## config.mk

```make
export PLATFORM = sky130hd
export DESIGN_NAME = i2c_master_bit_engine
export DESIGN_NICKNAME = d
export VERILOG_FILES = /design/src/rtl/i2cme_pkg.sv /design/src/rtl/i2c_master_bit_engine.sv
export SDC_FILE = /design/constraint.sdc
export NUM_CORES = 1
export LEC_CHECK = 0
export ABC_CLOCK_PERIOD_IN_PS = 3600
export BUFFER_PORTS_ARGS = -buffer_cell sky130_fd_sc_hd__clkbuf_2
export CORE_ASPECT_RATIO = 0.8
export CORE_UTILIZATION = 55
export CTS_BUF_LIST = sky130_fd_sc_hd__clkbuf_4 sky130_fd_sc_hd__clkbuf_8 sky130_fd_sc_hd__clkbuf_16
export DETAILED_ROUTE_END_ITERATION = 10
export PLACE_DENSITY = 0.77
export SETUP_SLACK_MARGIN = 0.4
export SYNTH_ARGS = -nofsm -noshare
export SYNTH_HDL_FRONTEND = slang
export SYNTH_SLANG_ARGS = --single-unit
```

## constraint.sdc

```tcl
create_clock -name i_clk -period 3.6 [get_ports i_clk]
set_clock_uncertainty 0.05 [all_clocks]
set_input_delay 0.36 -clock i_clk [delete_from_list [all_inputs] [get_ports i_clk]]
set_output_delay 0.36 -clock i_clk [all_outputs]
set_load 0.02 [all_outputs]
```

## src/rtl/i2cme_pkg.sv

```systemverilog
`default_nettype none

package i2cme_pkg;

    localparam int KIND_W      = 3;
    localparam int BYTE_W      = 8;
    localparam int BITCNT_W    = 4;
    localparam int S_TDATA_W   = 16;
    localparam int S_TUSER_W   = 3;
    localparam int M_TDATA_W   = 16;

    localparam logic [BYTE_W-1:0]   ACK_TIMEOUT_RST = 8'd250;
    localparam logic [BITCNT_W-1:0] BITS_PER_BYTE   = 4'd8;

    typedef enum logic [KIND_W-1:0] {
        KIND_TICK  = 3'd0,
        KIND_START = 3'd1,
        KIND_STOP  = 3'd2,
        KIND_WRITE = 3'd3,
        KIND_READ  = 3'd4,
        KIND_WACK  = 3'd5,
        KIND_ACK   = 3'd6,
        KIND_NACK  = 3'd7
    } t_kind;

    typedef enum logic [3:0] {
        PH_IDLE    = 4'd0,
        PH_ST1     = 4'd1,
        PH_ST2     = 4'd2,
        PH_SP1     = 4'd3,
        PH_SP2     = 4'd4,
        PH_WR_HI   = 4'd5,
        PH_WR_LO   = 4'd6,
        PH_RD_HI   = 4'd7,
        PH_RD_LO   = 4'd8,
        PH_AK_HI   = 4'd9,
        PH_AK_LO   = 4'd10,
        PH_WA_HI   = 4'd11,
        PH_WA_POLL = 4'd12,
        PH_FS1     = 4'd13,
        PH_FS2     = 4'd14
    } t_phase;

    typedef struct packed {
        logic              rejected;
        logic [BYTE_W-1:0] read_data;
        logic              ack_failed;
        logic              done_res;
        logic              busy_res;
        logic              sda_drive;
        logic              sda_out;
        logic              scl;
    } t_result;

endpackage

`default_nettype wire

```

## src/rtl/i2c_master_bit_engine.sv

```systemverilog
`default_nettype none

// Channel  Dir  Handshake                      Payload
// s_axis   in   s_axis_tvalid/s_axis_tready    tdata: tx_byte, send_ack, sda_in; tuser: kind
// m_axis   out  m_axis_tvalid/m_axis_tready    tdata: scl .. rejected (see port comment)
// cfg      in   i_cfg_valid/o_cfg_ready        i_cfg_data: ack_timeout
//
// One item per clock; its result appears in the output register in the cycle after
// acceptance. The slot sequencer and the result logic sit between the input port and
// that register, so the rate is set only by m_axis_tready.
// A full output register that is not being taken stalls s_axis; reset is synchronous
// and active low, and leaves the bus released (SCL and SDA high) and the engine idle.

module i2c_master_bit_engine (
    input  wire logic                             i_clk,
    input  wire logic                             i_rst_n,

    input  wire logic                             s_axis_tvalid,
    output      logic                             s_axis_tready,
    // [7:0] tx_byte, [8] send_ack, [9] sda_in, [15:10] zero
    input  wire logic [i2cme_pkg::S_TDATA_W-1:0]  s_axis_tdata,
    // [2:0] kind
    input  wire logic [i2cme_pkg::S_TUSER_W-1:0]  s_axis_tuser,

    output      logic                             m_axis_tvalid,
    input  wire logic                             m_axis_tready,
    // [0] scl, [1] sda_out, [2] sda_drive, [3] busy_res, [4] done_res,
    // [5] ack_failed, [13:6] read_data, [14] rejected, [15] zero
    output      logic [i2cme_pkg::M_TDATA_W-1:0]  m_axis_tdata,

    input  wire logic                             i_cfg_valid,
    output      logic                             o_cfg_ready,
    input  wire logic [i2cme_pkg::BYTE_W-1:0]     i_cfg_data
);

    i2cme_pkg::t_phase                       r_phase, n_phase;
    logic [i2cme_pkg::BITCNT_W-1:0]          r_bit_count, n_bit_count;
    logic [i2cme_pkg::BYTE_W-1:0]            r_shift, n_shift;
    logic [i2cme_pkg::BYTE_W-1:0]            r_poll, n_poll;
    logic                                    r_scl, n_scl;
    logic                                    r_sda, n_sda;
    logic                                    r_sda_en, n_sda_en;
    logic                                    r_ack_choice, n_ack_choice;
    logic [i2cme_pkg::BYTE_W-1:0]            r_ack_timeout;
    i2cme_pkg::t_result                      r_res, n_res;
    logic                                    r_out_valid;

    logic                                    w_accept;
    logic                                    w_idle;
    i2cme_pkg::t_kind                        w_kind;
    logic [i2cme_pkg::BYTE_W-1:0]            w_tx_byte;
    logic                                    w_send_ack;
    logic                                    w_sda_in;
    logic [i2cme_pkg::BITCNT_W-1:0]          w_bit_inc;
    logic [i2cme_pkg::BYTE_W-1:0]            w_shift_up;

    assign s_axis_tready = !r_out_valid || m_axis_tready;
    assign w_accept      = s_axis_tvalid && s_axis_tready;
    assign o_cfg_ready   = 1'b1;

    assign w_kind     = i2cme_pkg::t_kind'(s_axis_tuser[i2cme_pkg::KIND_W-1:0]);
    assign w_tx_byte  = s_axis_tdata[7:0];
    assign w_send_ack = s_axis_tdata[8];
    assign w_sda_in   = s_axis_tdata[9];

    // a phase code outside the sequence counts as idle
    assign w_idle     = (r_phase == i2cme_pkg::PH_IDLE) ||
                        (4'(r_phase) > 4'(i2cme_pkg::PH_FS2));
    assign w_bit_inc  = r_bit_count + 4'd1;
    assign w_shift_up = {r_shift[i2cme_pkg::BYTE_W-2:0], 1'b0};

    // next state
    always_comb begin
        n_phase      = r_phase;
        n_bit_count  = r_bit_count;
        n_shift      = r_shift;
        n_poll       = r_poll;
        n_scl        = r_scl;
        n_sda        = r_sda;
        n_sda_en     = r_sda_en;
        n_ack_choice = r_ack_choice;
        if (!w_idle) begin
            n_phase = r_phase;
        end else begin
            n_phase = i2cme_pkg::PH_IDLE;
        end
        if (w_kind != i2cme_pkg::KIND_TICK) begin
            if (w_idle) begin
                case (w_kind)
                    i2cme_pkg::KIND_START: begin
                        n_sda_en = 1'b1; n_sda = 1'b1; n_scl = 1'b1;
                        n_phase  = i2cme_pkg::PH_ST1;
                    end
                    i2cme_pkg::KIND_STOP: begin
                        n_sda_en = 1'b1; n_sda = 1'b0; n_scl = 1'b0;
                        n_phase  = i2cme_pkg::PH_SP1;
                    end
                    i2cme_pkg::KIND_WRITE: begin
                        n_sda_en    = 1'b1; n_scl = 1'b0;
                        n_shift     = w_tx_byte;
                        n_bit_count = '0;
                        n_sda       = w_tx_byte[i2cme_pkg::BYTE_W-1];
                        n_phase     = i2cme_pkg::PH_WR_HI;
                    end
                    i2cme_pkg::KIND_READ: begin
                        n_sda_en     = 1'b0; n_sda = 1'b1; n_scl = 1'b0;
                        n_shift      = '0;
                        n_bit_count  = '0;
                        n_ack_choice = w_send_ack;
                        n_phase      = i2cme_pkg::PH_RD_HI;
                    end
                    i2cme_pkg::KIND_WACK: begin
                        n_sda_en = 1'b0; n_sda = 1'b1; n_scl = 1'b0;
                        n_poll   = '0;
                        n_phase  = i2cme_pkg::PH_WA_HI;
                    end
                    default: begin
                        n_sda_en    = 1'b1; n_scl = 1'b0;
                        n_sda       = (w_kind == i2cme_pkg::KIND_NACK);
                        n_bit_count = '0;
                        n_phase     = i2cme_pkg::PH_AK_HI;
                    end
                endcase
            end
        end else begin
            unique case (r_phase)
                i2cme_pkg::PH_ST1: begin
                    n_sda = 1'b0; n_phase = i2cme_pkg::PH_ST2;
                end
                i2cme_pkg::PH_ST2: begin
                    n_scl = 1'b0; n_phase = i2cme_pkg::PH_IDLE;
                end
                i2cme_pkg::PH_SP1, i2cme_pkg::PH_FS1: begin
                    n_scl   = 1'b1;
                    n_phase = (r_phase == i2cme_pkg::PH_SP1) ? i2cme_pkg::PH_SP2
                                                              : i2cme_pkg::PH_FS2;
                end
                i2cme_pkg::PH_SP2, i2cme_pkg::PH_FS2: begin
                    n_sda = 1'b1; n_phase = i2cme_pkg::PH_IDLE;
                end
                i2cme_pkg::PH_WR_HI: begin
                    n_scl = 1'b1; n_phase = i2cme_pkg::PH_WR_LO;
                end
                i2cme_pkg::PH_WR_LO: begin
                    n_scl       = 1'b0;
                    n_shift     = w_shift_up;
                    n_bit_count = w_bit_inc;
                    if (w_bit_inc >= i2cme_pkg::BITS_PER_BYTE) begin
                        n_phase = i2cme_pkg::PH_IDLE;
                    end else begin
                        n_sda   = w_shift_up[i2cme_pkg::BYTE_W-1];
                        n_phase = i2cme_pkg::PH_WR_HI;
                    end
                end
                i2cme_pkg::PH_RD_HI: begin
                    n_scl   = 1'b1;
                    n_shift = {r_shift[i2cme_pkg::BYTE_W-2:0], w_sda_in};
                    n_phase = i2cme_pkg::PH_RD_LO;
                end
                i2cme_pkg::PH_RD_LO: begin
                    n_scl       = 1'b0;
                    n_bit_count = w_bit_inc;
                    if (w_bit_inc >= i2cme_pkg::BITS_PER_BYTE) begin
                        n_sda_en = 1'b1;
                        n_sda    = !r_ack_choice;
                        n_phase  = i2cme_pkg::PH_AK_HI;
                    end else begin
                        n_phase  = i2cme_pkg::PH_RD_HI;
                    end
                end
                i2cme_pkg::PH_AK_HI: begin
                    n_scl = 1'b1; n_phase = i2cme_pkg::PH_AK_LO;
                end
                i2cme_pkg::PH_AK_LO: begin
                    n_scl = 1'b0; n_phase = i2cme_pkg::PH_IDLE;
                end
                i2cme_pkg::PH_WA_HI: begin
                    n_scl = 1'b1; n_phase = i2cme_pkg::PH_WA_POLL;
                end
                i2cme_pkg::PH_WA_POLL: begin
                    if (!w_sda_in) begin
                        n_scl   = 1'b0;
                        n_phase = i2cme_pkg::PH_IDLE;
                    end else if (r_poll >= r_ack_timeout) begin
                        // timed out: pull both lines low and run a stop
                        n_sda_en = 1'b1; n_scl = 1'b0; n_sda = 1'b0;
                        n_phase  = i2cme_pkg::PH_FS1;
                    end else begin
                        n_poll = r_poll + 8'd1;
                    end
                end
                default: begin
                    n_phase = i2cme_pkg::PH_IDLE;
                end
            endcase
        end
    end

    // result
    always_comb begin
        n_res           = '0;
        n_res.scl       = n_scl;
        n_res.sda_out   = n_sda;
        n_res.sda_drive = n_sda_en;
        n_res.busy_res  = (n_phase != i2cme_pkg::PH_IDLE);
        if (w_kind != i2cme_pkg::KIND_TICK) begin
            n_res.rejected = !w_idle;
        end else begin
            unique case (r_phase)
                i2cme_pkg::PH_ST2, i2cme_pkg::PH_SP2: begin
                    n_res.done_res = 1'b1;
                end
                i2cme_pkg::PH_FS2: begin
                    n_res.done_res   = 1'b1;
                    n_res.ack_failed = 1'b1;
                end
                i2cme_pkg::PH_WR_LO: begin
                    n_res.done_res = (w_bit_inc >= i2cme_pkg::BITS_PER_BYTE);
                end
                i2cme_pkg::PH_AK_LO: begin
                    n_res.done_res = 1'b1;
                    if (r_bit_count == i2cme_pkg::BITS_PER_BYTE) begin
                        n_res.read_data = r_shift;
                    end
                end
                i2cme_pkg::PH_WA_POLL: begin
                    n_res.done_res = !w_sda_in;
                end
                default: begin
                    n_res.done_res = 1'b0;
                end
            endcase
        end
    end

    always_ff @(posedge i_clk) begin
        if (!i_rst_n) begin
            r_phase       <= i2cme_pkg::PH_IDLE;
            r_bit_count   <= '0;
            r_shift       <= '0;
            r_poll        <= '0;
            r_scl         <= 1'b1;
            r_sda         <= 1'b1;
            r_sda_en      <= 1'b1;
            r_ack_choice  <= 1'b0;
            r_ack_timeout <= i2cme_pkg::ACK_TIMEOUT_RST;
            r_out_valid   <= 1'b0;
        end else begin
            if (i_cfg_valid && o_cfg_ready) begin
                r_ack_timeout <= i_cfg_data;
            end
            if (w_accept) begin
                r_phase      <= n_phase;
                r_bit_count  <= n_bit_count;
                r_shift      <= n_shift;
                r_poll       <= n_poll;
                r_scl        <= n_scl;
                r_sda        <= n_sda;
                r_sda_en     <= n_sda_en;
                r_ack_choice <= n_ack_choice;
                r_out_valid  <= 1'b1;
            end else if (m_axis_tready) begin
                r_out_valid  <= 1'b0;
            end
        end
    end

    // result payload, held while the item waits
    always_ff @(posedge i_clk) begin
        if (w_accept) begin
            r_res <= n_res;
        end
    end

    assign m_axis_tvalid = r_out_valid;
    assign m_axis_tdata  = {1'b0, r_res};

    a_accept_gives_item: assert property (@(posedge i_clk) disable iff (!i_rst_n)
        w_accept |=> r_out_valid)
        else $error("accepted item produced no result");

    a_fail_is_done: assert property (@(posedge i_clk) disable iff (!i_rst_n)
        r_out_valid && r_res.ack_failed |-> r_res.done_res && !r_res.busy_res)
        else $error("ack failure reported without a finished sequence");

    a_done_not_rejected: assert property (@(posedge i_clk) disable iff (!i_rst_n)
        r_out_valid |-> !(r_res.done_res && r_res.rejected))
        else $error("item both finished a sequence and was rejected");

    a_reject_keeps_busy: assert property (@(posedge i_clk) disable iff (!i_rst_n)
        r_out_valid && r_res.rejected |-> r_res.busy_res)
        else $error("rejected command while the engine was idle");

endmodule

`default_nettype wire

```

==> results.tsv <==
stage	metric	value	unit
min_path	worst hold-check path type	input port to register	
detailed_routing	Avg WL per Cell	16.18	µm
power_and_ir_drop	worst IR drop on VDD	0.3228	mV
sta	Setup violations, final	0	
min_path	Hold Path Sink	r_ack_timeout[7]	
yosys	Area contributors post-synth	dfxtp_1, edfxtp_1, ha_1, nand2_1, a21oi_1	
clocking	Post-CTS Hold Buffers	0	
global_route	GRT Overall Usage	0.2668	
sta	Pins Over Slew Limit	0	
cells_and_area	fillcell total	455	
clocking	clk slew on worst S/H paths	0.10	ns
worst_setup_path	Worst R2R End	r_poll[7]	
cells_and_area	most frequent cells in the layout	clkbuf_2, dfxtp_1, nand2_1	
worst_setup_path	Slowest-stage cell, CP	dfxtp_1	
clocking	# clock sinks	52	
placement	HPWL Detailed	5064	µm
power_and_ir_drop	pwr dens	383.2	nW/µm²
yosys	share of the synthesized area in the top cell type	0.2437	
power_and_ir_drop	leakage	1.409	nW
clocking	Root Buffer	clkbuf_8	
worst_setup_path	Critical Path End Type	register	
clocking	CTS Buf Count	5	
sta	slew margin rel.	0.4008	
yosys	Post-Syn Instances	356	
yosys	async set-or-reset flop fraction in the synthesized netlist	0	
detailed_routing	metal2 WL	3152	µm
cells_and_area	area occupied by multi-input gates	1657	µm²
yosys	Synth Register Bits	52	
worst_setup_path	slowest cell delay on critical path	0.78	ns
placement	port bufs	42	
clocking	CTS tree	done	
cells_and_area	Seq. cell area	1191	µm²
detailed_routing	met3 wire length	444	µm
sta	setup tns final	0	ns
worst_setup_path	r2r worst-path depth	6	
detailed_routing	routed via count	2736	
worst_setup_path	CP arrival	2.95	ns
yosys	Mapped Area	3039	µm²
worst_setup_path	Crit Reg-Reg Startpoint	r_phase[0]	
cells_and_area	Final nets	425	
clocking	H-tree Lvls	2	
yosys	Yosys warning count	0	
detailed_routing	Detailed Route Iter0 Violations	258	
floorplanning	Die ar.	5829	µm²
worst_setup_path	crit path cell chain	nor4_2, a21oi_1, nor3_1, a31oi_1, o21ai_0, a21oi_1	
clocking	clock buffer depth	2	
yosys	EDFF count, synth	15	
worst_setup_path	CP max FO	20	
clocking	Post-CTS Setup Inserts	0	
floorplanning	Die W	85.11	µm
yosys	post-synth top area cell	dfxtp_1	
placement	routability cong.	0.9307	
global_route	initial antenna violation count	0	
cells_and_area	most common library cell in the layout ignoring fill and taps	clkbuf_2	
yosys	distinct cell type count after synthesis	57	
clocking	Clk Latency, worst-skew pair	0.31	ns
worst_setup_path	critical path data required time	3.80	ns
detailed_routing	met1 wire length	3526	µm
worst_setup_path	reg-to-reg setup timing slack	0.86	ns
sta	hold_ws	0.2027	ns
sta	RSZ-0062 raised after global routing	false	
sta	worst slew pin tran	0.8946	ns
clocking	post-CTS resize count	0	
floorplanning	core region area	5151	µm²
sta	fin crit period	2.742	ns
global_route	largest net degree at the start of global routing	35	
floorplanning	row cnt	23	
worst_setup_path	Crit Path Class	register to register	
detailed_routing	max layer used	met4	
sta	Achievable Freq	364.7	MHz
run_status	status	completed	
floorplanning	Starting Density	0.5900	
worst_setup_path	CP startpoint kind	register	
cells_and_area	Antenna Cells	0	
cells_and_area	share of layout cells above drive strength 1	0.1697	
global_route	vias in the first global route	2540	
yosys	prevailing post-synth register cell	dfxtp_1	
cells_and_area	Area growth syn-to-layout	9.675	%
sta	count of final hold-check violations	0	
yosys	Seq/Total Area, Yosys	0.3919	
worst_setup_path	Critical Path Most Common Cell	a21oi_1	
min_path	Hold Path Cell Cnt	3	
detailed_routing	Detailed Route WL	7202	µm
flow_run	max cap viols	0	
floorplanning	IO Count	51	
min_path	Hold Crit Start	i_cfg_data[7]	
detailed_routing	post-route ant nets	0	
global_route	first-pass GRT wire length	12080	µm
sta	fin crit share	0.7617	
global_route	global route total overflow	0	
detailed_routing	vias per cell	6.148	
detailed_routing	First-pass DRT Iterations	4	
yosys	Syn Nets	399	
detailed_routing	DR DRC count	0	
floorplanning	die height	68.49	µm
yosys	Post-Syn Area per Cell	8.537	µm²
worst max-delay path by stage:
stage	slack, ns	start	depth (start not counted)	to
detailed placement	0.94	r_phase[0]	6	r_poll[7]
global route	0.58	r_phase[0]	6	r_poll[4]
global placement	1.0	r_phase[0]	6	r_poll[5]
finish	0.86	r_phase[0]	6	r_poll[7]
CTS	0.93	r_phase[0]	6	r_poll[5]
floorplan	1.41	m_axis_tready	7	r_poll[0]
synthesized netlist by cell type (all sizes together), types with 3 or more instances:
master and n:
o21ai 18, or2 5, ha 11, nor4 3, nand2b 6, inv 15, or3 6, buf 8
a21oi 23, nand2 35, o311ai 3, edfxtp 15, a22oi 8, o221ai 3, a31oi 7, nor3 6
and3 5, o211a 8, o21a 4, dfxtp 37, nor2b 4, and2 9, nand3 11, o211ai 9
nor2 24, nand4 10, mux2i 5, clkbuf 20
logic make-up after synthesis:
kind of cell	after synthesis	share of synthesized area
adder cells (fa/ha/maj)	11	0.04529
AO/OA/AOI/OAI	106	0.2491
multiplexers	5	0.01647
buffers and inverters	45	0.06298
other	2	0.002471
AND/OR/NAND/NOR	132	0.2231
flip-flops	52	0.3919
XOR/XNOR	3	0.008647
metrics by stage:
stage / std cells / worst slack (ns) / power (mW) / util / instance area [µm²]
after detailed placement: 437 / 0.9415 / 0.9299 / 0.6284 / 3237
after floorplan: 356 / 1.412 / 0.8649 / - / 3039
after global placement: 437 / 0.9975 / 0.9245 / 0.6284 / 3237
after CTS: 445 / 0.9256 / 1.283 / 0.6471 / 3333
final: 445 / 0.8580 / 1.277 / 0.6471 / 3333
after global routing: 445 / 0.5846 / 1.342 / 0.6471 / 3333
metal layers:
layer	GRT usage	vias to the layer above
li1	-	1360
met1	0.3658	1275
met2	0.4214	90
met3	0.05549	11
met4	0.09322	0
met5	0	-
critical path: cells and delay by family (launching register included):
family             cells  cell delay [ns]
and+or+nand+nor        2             0.29
DFF                    1             0.78
AOI/OAI and AO/OA      4             1.55
registers in the layout, summed over array words and instances, names as in the netlist:
| name | cells |
|---|---|
| r_shift | 8 |
| m_axis_tvalid | 1 |
| r_poll | 8 |
| r_sda | 1 |
| r_sda_en | 1 |
| r_ack_timeout | 8 |
| r_phase | 4 |
| m_axis_tdata | 15 |
| r_ack_choice | 1 |
| r_scl | 1 |
| r_bit_count | 4 |
cell type report:
class,instances,share of cell area
multi-input combinational,259,0.4970
sequential,52,0.3574
timing repair buffer,47,0.07432
tap,62,0.02327
clock buffer,5,0.02065
inverter,17,0.01914
clock inverter,3,0.008258
power breakdown:
part,leakage (nW),internal (mW),switching (mW)
sequential,0.450,0.637,0.0333
clock,0.0463,0.143,0.213
combinational,0.913,0.0930,0.157
Power figures use the tool's default switching activity.
